File: src/design/rc5_pkg.sv
// rc5_pkg: shared types, constants and rotate helpers for the rc5 core
// depends on nothing; imported by every rc5 design file but rc5_ram

package rc5_pkg;

  localparam int unsigned WORD_W         = 32;
  localparam int unsigned IDX_W          = 5;
  localparam int unsigned REQ_W          = 2;
  localparam int unsigned ROUNDS_DEFAULT = 12;

  // request codes of an input word
  typedef enum logic [REQ_W-1:0] {
    REQ_KEY = 2'd0,
    REQ_ENC = 2'd1,
    REQ_DEC = 2'd2
  } rc5_req_e;

  typedef enum logic {
    ST_IDLE,
    ST_BUSY
  } rc5_state_e;

  // control for one step of the round unit
  typedef struct packed {
    logic decrypt;  // run the inverse round
    logic outer;    // key whitening step instead of a full round
  } rc5_step_t;

  function automatic logic [WORD_W-1:0] rot_left(input logic [WORD_W-1:0] v,
                                                 input logic [4:0] s);
    logic [2*WORD_W-1:0] t;
    t = {v, v} << s;
    return t[2*WORD_W-1:WORD_W];
  endfunction

  function automatic logic [WORD_W-1:0] rot_right(input logic [WORD_W-1:0] v,
                                                  input logic [4:0] s);
    logic [2*WORD_W-1:0] t;
    t = {v, v} >> s;
    return t[WORD_W-1:0];
  endfunction

endpackage

File: src/design/rc5_ram.sv
// rc5_ram: generic single-write, single-read ram with registered read data
// depends on nothing

module rc5_ram #(
  parameter int unsigned WIDTH = 32,
  parameter int unsigned DEPTH = 16,
  localparam int unsigned AW   = (DEPTH > 1) ? $clog2(DEPTH) : 1
) (
  input  logic             clk_i,
  input  logic             we_i,
  input  logic [AW-1:0]    waddr_i,
  input  logic [WIDTH-1:0] wdata_i,
  input  logic [AW-1:0]    raddr_i,
  output logic [WIDTH-1:0] rdata_o
);

  logic [WIDTH-1:0] mem_q [DEPTH];
  logic [WIDTH-1:0] rdata_q;

  // write port and registered read port
  always_ff @(posedge clk_i) begin
    if (we_i) begin
      mem_q[waddr_i] <= wdata_i;
    end
    rdata_q <= mem_q[raddr_i];
  end

  assign rdata_o = rdata_q;

endmodule

File: src/design/rc5_key_store.sv
// rc5_key_store: key table split into even and odd word banks, one pair per read
// depends on rc5_pkg and rc5_ram

module rc5_key_store import rc5_pkg::*; #(
  parameter int unsigned ROUNDS = ROUNDS_DEFAULT,
  localparam int unsigned PW    = $clog2(ROUNDS + 1)
) (
  input  logic              clk_i,
  input  logic              rst_ni,
  input  logic              wr_en_i,
  input  logic [IDX_W-1:0]  wr_index_i,
  input  logic [WORD_W-1:0] wr_data_i,
  input  logic [PW-1:0]     rd_pair_i,
  output logic [WORD_W-1:0] k_even_o,
  output logic [WORD_W-1:0] k_odd_o
);

  localparam int unsigned KEY_WORDS = 2 * ROUNDS + 2;
  // only indices below 2**IDX_W can ever be written; higher pairs read as zero
  localparam int unsigned MAX_PAIRS = (1 << IDX_W) / 2;
  localparam int unsigned PAIRS     = (ROUNDS + 1 < MAX_PAIRS) ? ROUNDS + 1 : MAX_PAIRS;
  localparam int unsigned AW        = $clog2(PAIRS);

  logic              wr_ok;
  logic              wr_even;
  logic              wr_odd;
  logic [AW-1:0]     wr_addr;
  logic [AW-1:0]     rd_addr;
  logic              rd_in_range;
  logic              ok_even_d, ok_even_q;
  logic              ok_odd_d, ok_odd_q;
  logic [PAIRS-1:0]  vld_even_q;
  logic [PAIRS-1:0]  vld_odd_q;
  logic [WORD_W-1:0] ram_even;
  logic [WORD_W-1:0] ram_odd;

  // write decode: bank by the low index bit, address by the rest
  assign wr_ok   = wr_en_i && (32'(wr_index_i) < KEY_WORDS);
  assign wr_even = wr_ok && !wr_index_i[0];
  assign wr_odd  = wr_ok && wr_index_i[0];
  assign wr_addr = wr_index_i[AW:1];

  assign rd_addr     = rd_pair_i[AW-1:0];
  assign rd_in_range = 32'(rd_pair_i) < PAIRS;

  rc5_ram #(.WIDTH(WORD_W), .DEPTH(PAIRS)) u_ram_even (
    .clk_i   (clk_i),
    .we_i    (wr_even),
    .waddr_i (wr_addr),
    .wdata_i (wr_data_i),
    .raddr_i (rd_addr),
    .rdata_o (ram_even)
  );

  rc5_ram #(.WIDTH(WORD_W), .DEPTH(PAIRS)) u_ram_odd (
    .clk_i   (clk_i),
    .we_i    (wr_odd),
    .waddr_i (wr_addr),
    .wdata_i (wr_data_i),
    .raddr_i (rd_addr),
    .rdata_o (ram_odd)
  );

  // written flags: an entry never written since reset reads as zero
  always_ff @(posedge clk_i or negedge rst_ni) begin
    if (!rst_ni) begin
      vld_even_q <= '0;
      vld_odd_q  <= '0;
    end else begin
      if (wr_even) begin
        vld_even_q[wr_addr] <= 1'b1;
      end
      if (wr_odd) begin
        vld_odd_q[wr_addr] <= 1'b1;
      end
    end
  end

  // flags are registered alongside the registered ram read data, so they line up with it
  assign ok_even_d = rd_in_range && vld_even_q[rd_addr];
  assign ok_odd_d  = rd_in_range && vld_odd_q[rd_addr];

  always_ff @(posedge clk_i or negedge rst_ni) begin
    if (!rst_ni) begin
      ok_even_q <= 1'b0;
      ok_odd_q  <= 1'b0;
    end else begin
      ok_even_q <= ok_even_d;
      ok_odd_q  <= ok_odd_d;
    end
  end

  assign k_even_o = ok_even_q ? ram_even : '0;
  assign k_odd_o  = ok_odd_q  ? ram_odd  : '0;

endmodule

File: config.mk
export PLATFORM = sky130hd
export DESIGN_NAME = rc5_key_store
export DESIGN_NICKNAME = d
export VERILOG_FILES = /design/src/design/rc5_pkg.sv /design/src/design/rc5_ram.sv /design/src/design/rc5_key_store.sv
export SDC_FILE = /design/constraint.sdc
export NUM_CORES = 1
export LEC_CHECK = 0
export BUFFER_PORTS_ARGS = -buffer_cell sky130_fd_sc_hd__buf_2
export CORE_ASPECT_RATIO = 1.2
export CORE_MARGIN = 2
export CORE_UTILIZATION = 45
export CTS_BUF_LIST = sky130_fd_sc_hd__clkbuf_8
export CTS_CLUSTER_DIAMETER = 30
export DETAILED_ROUTE_END_ITERATION = 12
export HOLD_SLACK_MARGIN = 0.06
export PLACE_DENSITY = 0.6
export SYNTH_ARGS = -nofsm -noshare
export SYNTH_HDL_FRONTEND = slang
export SYNTH_SLANG_ARGS = --single-unit
export TNS_END_PERCENT = 5
File: constraint.sdc
create_clock -name clk_i -period 1.33 [get_ports clk_i]
set_input_delay 0.3325 -clock clk_i [delete_from_list [all_inputs] [get_ports clk_i]]
set_output_delay 0.3325 -clock clk_i [all_outputs]
set_load 0.005 [all_outputs]
# After elaboration in Yosys (flattened, before gate mapping)

Memories as Yosys holds them, arrays and structs flattened. A register that Yosys moved wholly into a read port is not among the register bits.
Cells that the tools add are included.

$lt $le $gt $ge: 5
Mux-type cells: 12
Bitwise logic cells: 2
Reductions and logical operators: 7

Operators by type and width:

| operator                                                              | count |
|---|---|
| 32-bit 2-to-1 mux                                                     | 2 |
| 13-bit OR                                                             | 2 |
| 4-bit by 5-bit < comparator with 1-bit output, second input constant  | 2 |
| 1-bit binary-select mux with 4-bit select                             | 2 |
| 1-bit 2-to-1 mux                                                      | 7 |
| 1-bit logical AND                                                     | 6 |
| 5-bit < comparator, second input constant                             | 1 |
| 1-bit demux with 4-bit select                                         | 1 |
| 4-bit by 1-bit >= comparator with 1-bit output, second input constant | 1 |
| 4-bit < comparator, second input constant                             | 1 |
| 1-bit zero test                                                       | 1 |

Register bits: 28
Memory bits (writable): 832
Output and inout bits: 64
Logic and storage cells: 32
Memories: 2

Memory list:

| memory           | depth | width | rd ports | clocked after memory_dff | write ports | line          | source |
|---|---|---|---|---|---|---|---|
| u_ram_even.mem_q | 13    | 32    | 1        | 1                        | 1           | rc5_ram.sv:17 | `logic [WIDTH-1:0] mem_q [DEPTH];` |
| u_ram_odd.mem_q  | 13    | 32    | 1        | 1                        | 1           | rc5_ram.sv:17 |  |

# Depth between registers and ports, before layout

Depth after elaboration: 5
Depth in mapped cells: 7
Mapped depth without buffers: 4

# Hierarchy

Synthesis repeated with hierarchy kept, for this count alone.

Cell total of the unflattened synthesis: 1573
Area, all modules: 34717.0 µm²

Modules (own cells, without submodules):

| module        | instances | cells an instance | area each (µm²) | seq. area each (µm²) |
|---|---|---|---|---|
| rc5_ram       | 2         | 700               | 16507.1         | 13132.6 |
| rc5_key_store | 1         | 173               | 1702.9          | 700.7 |

# Least setup slack after synthesis

No wires, ideal clock.

Path type: input-to-reg
From: input port wr_index_i[1]
To: memory u_ram_odd.mem_q[12][0] (enable)
Arrival: 2.938 ns
Required time: 0.867 ns
Slack: -2.071 ns
Stages: 2
Cell sequence: or2_2 nor3_1

Word-level cells in the longest chain between the ends: 5

Ends and longest elaborated chain:

| item                                   | line                | source |
|---|---|---|
| start: declaration                     | rc5_key_store.sv:11 | `input logic [IDX_W-1:0] wr_index_i,` |
| 5-bit < comparator                     | rc5_key_store.sv:38 | `assign wr_ok = wr_en_i && (32'(wr_index_i) < KEY_WORDS);` |
| 1-bit logical AND                      | rc5_key_store.sv:38 |  |
| 1-bit logical AND                      | rc5_key_store.sv:40 | `assign wr_odd = wr_ok && wr_index_i[0];` |
| 1-bit 2-to-1 mux                       | rc5_ram.sv:22       | `if (we_i) begin` |
| 1-bit 2-to-1 mux (implied by the code) | rc5_ram.sv:23       | `mem_q[waddr_i] <= wdata_i;` |
| end: declaration                       | rc5_ram.sv:17       |  |

Parallel ways exist; a longest one is shown, timed or not.

# Final worst setup path

From: register ok_even_q
To: output port k_even_o[5]

Word-level cells in the longest chain between the ends: 1

Ends and longest elaborated chain:

| item                     | line                | source |
|---|---|---|
| start: declaration       | rc5_key_store.sv:30 | `logic ok_even_d, ok_even_q;` |
| start signal: assignment | rc5_key_store.sv:88 | `ok_even_q <= ok_even_d;` |
| 32-bit 2-to-1 mux        | rc5_key_store.sv:93 | `assign k_even_o = ok_even_q ? ram_even : '0;` |
| end: declaration         | rc5_key_store.sv:14 | `output logic [WORD_W-1:0] k_even_o,` |

No other way between the ends.

==> results.ini <==
[outcome]
status=complete, but fails checks
violations=negative setup slack

[sta]
layout_setup_ws_ns=-0.786
skew_ns=0.0430
setup-violations-final=66
maxSlewHeadroom_pct=65.8
post-route-min-period_ns=2.12
setup_tns_ns=-47.38
fin_crit_sh_pct=159
drv_slew=0
fmax_mhz=473
rsz0062_at_grt=yes
hold_viol=0
worstMarginPinSlew_ns=0.513

[detailed_routing]
vias_per_cell=5.45
drc=0
wl_per_cell_um=25.9
via_count=16800
dr.pass1.iters=5
drt_iter0_markers=1215
totalWireLength_mm=79.8
postRouteAntennaNets=0

[hold_path]
hp-start=rd_pair_i[3]
hp-class=in -> reg

[synth]
synthArstFlopShare_pct=3.03
synth_seq_cells=924
netlist.area_leader.share_pct=73.2
synthCells=1544
synth_area_leaders=edfxtp_1, mux4_2, dfxtp_1, dfrtp_1, mux2i_1
synth_top_cell_by_area=edfxtp_1
synth.most_common_cell=edfxtp_1
synth_area_per_cell_sq_um=22.1
syn_nets=1588
yosys-top-cells-count=edfxtp_1, mux4_2, o22ai_1
yosysWarningCount=0
synth-edff-count=832
synth_area_sq_um=34100
yosysSeqAreaShare_pct=79.0
synthFlopType=edfxtp_1
synth_cell_types=25

[setup_path]
cp-end-kind=primary output
setup.worst_path.start=ok_even_q$_DFF_PN0_
start_kind=flop
arrival_ns=1.78
cpMaxStageDelayCell=dfrtp_2
required_ns=1.00
slowest_delay_ns=0.41
worstPathCellList=buf_12 > buf_6 > and2_1 > buf_2
rr_startpoint=vld_odd_q[8]$_DFFE_PN0P_
path_class=reg -> out
path_max_fanout=7

[power_and_ir_drop]
ir_drop_mv=1.06
p_leak_nw=14.3
power_density_nw_per_um2=1510

[clocking]
clock_tree.buffer_depth=3
htreeDepth=4
cts_root_buf=clkbuf_8
clkLatencyLatePin_ns=0.82
cts_tree=done
cts_inserted_buffers=158
cts_sinks=924
clk_pin_slew_ns=0.06

[floorplan]
start_util_pct=45.5
die_h_um=306
coreArea_sq_um=75000
die_w_um=255
std_cell_rows=110
io_pins=108
die_area_sq_um=78000

[global_route]
grt_pass1_wl_mm=118
antenna_found_initial=1
grt_pass1_vias=18100
grt-ovfl-total=0
grt_max_degree=42
grt_usage_pct=20.9

[run]
maxCapViolCount=0

[placement]
portBuffers=107
gp_congestion=0.755
dp_hpwl_mm=47.4

[cells_and_area]
nFillCells=5699
fin_util_pct=55.8
areaGrowthSynthToFinish_pct=22.7
fin_nets=1987
drive_gt1_share_pct=38.4

routing by layer:
layer,vias up,GRT usage [%],wire (um)
met3,105,3.93,3870
li1,7230,-,-
met5,-,0,0
met2,527,34.9,40700
met4,0,5.96,1340
met1,8958,28.3,33900
cells by family after synthesis:
family | Yosys count | share of synthesized area [%]
compound gates | 134 | 2.26
buf+inv | 80 | 1.40
simple gates | 142 | 2.34
mux | 264 | 15.0
flops | 924 | 79.0
through the flow:
stage	std cells	power (W)	hold WS (ns)	instance area, sq um	setup WS [ns]
after floorplan	1544	0.0351	0.0369	34300	-0.531
after global placement	2751	0.0370	0.368	37800	-0.434
after detailed placement	2751	0.0371	0.374	37800	-0.467
after CTS	3085	0.0638	0.0747	41800	-0.887
after global routing	3086	0.0655	0.133	41900	-0.875
final	3086	0.0633	0.137	41900	-0.786
cells in the final DEF, fill, tap and decap left out, types with 34 or more instances in the layout:
cell type,instances
mux2i_1,64
and2_1,34
inv_1,59
dlygate4sd3_1,38
edfxtp_1,832
clkbuf_8,172
dfxtp_1,64
buf_12,72
a21oi_1,64
buf_4,100
mux4_2,196
buf_2,84
o22ai_1,60
area by class of cell:
class                           count  area, sq um  share of cell area, %
Sequential cell                   924        27000                   64.4
Timing Repair Buffer              319         3280                   7.84
Clock inverter                    122          991                   2.37
Tap cell                         1008         1260                   3.01
Antenna cell                        1         2.50                0.00598
Multi-Input combinational cell    540         7000                   16.7
Clock buffer                      172         2370                   5.65
worst paths after layout:
check                      slack [ns]                      endpoint  cells past startpoint
max                             -0.79                   k_even_o[5]                      4
min                              0.14  u_ram_odd.rdata_o[0]$_DFF_P_                      4
max reg2reg                     -0.17            ok_odd_q$_DFF_PN0_                      4
min reg2reg                      0.46      vld_odd_q[9]$_DFFE_PN0P_                      1
max in group asynchronous        0.42           ok_even_q$_DFF_PN0_                      4
min in group asynchronous        0.60     vld_even_q[0]$_DFFE_PN0P_                      4
timing repair:
action | in CTS | in global routing
endpoints found under the setup margin | 67 | 70
endpoints found under the hold margin | 876 | 0
buffers inserted | 2 | 0
hold buffers | 38 | 0
gates resized for setup | 37 | 25
pin swaps | 0 | 4
worst max-delay path: cells and delay by family (launching register included):
kind / cells / cell delay, ns
and+or+nand+nor: 1 / 0.15
DFF: 1 / 0.41
buffers and inverters: 3 / 0.41
flip-flops by register name, summed over array words and instances (netlist names):
register            flops
u_ram_odd.rdata_o      32
vld_even_q             13
ok_even_q               1
u_ram_odd.mem_q       416
ok_odd_q                1
u_ram_even.rdata_o     32
vld_odd_q              13
u_ram_even.mem_q      416
report_power, final:
part           internal, W  switching (W)
clock               0.0148         0.0116
combinational      0.00212        0.00213
sequential          0.0323       0.000236
Power figures use the tool's default switching activity.
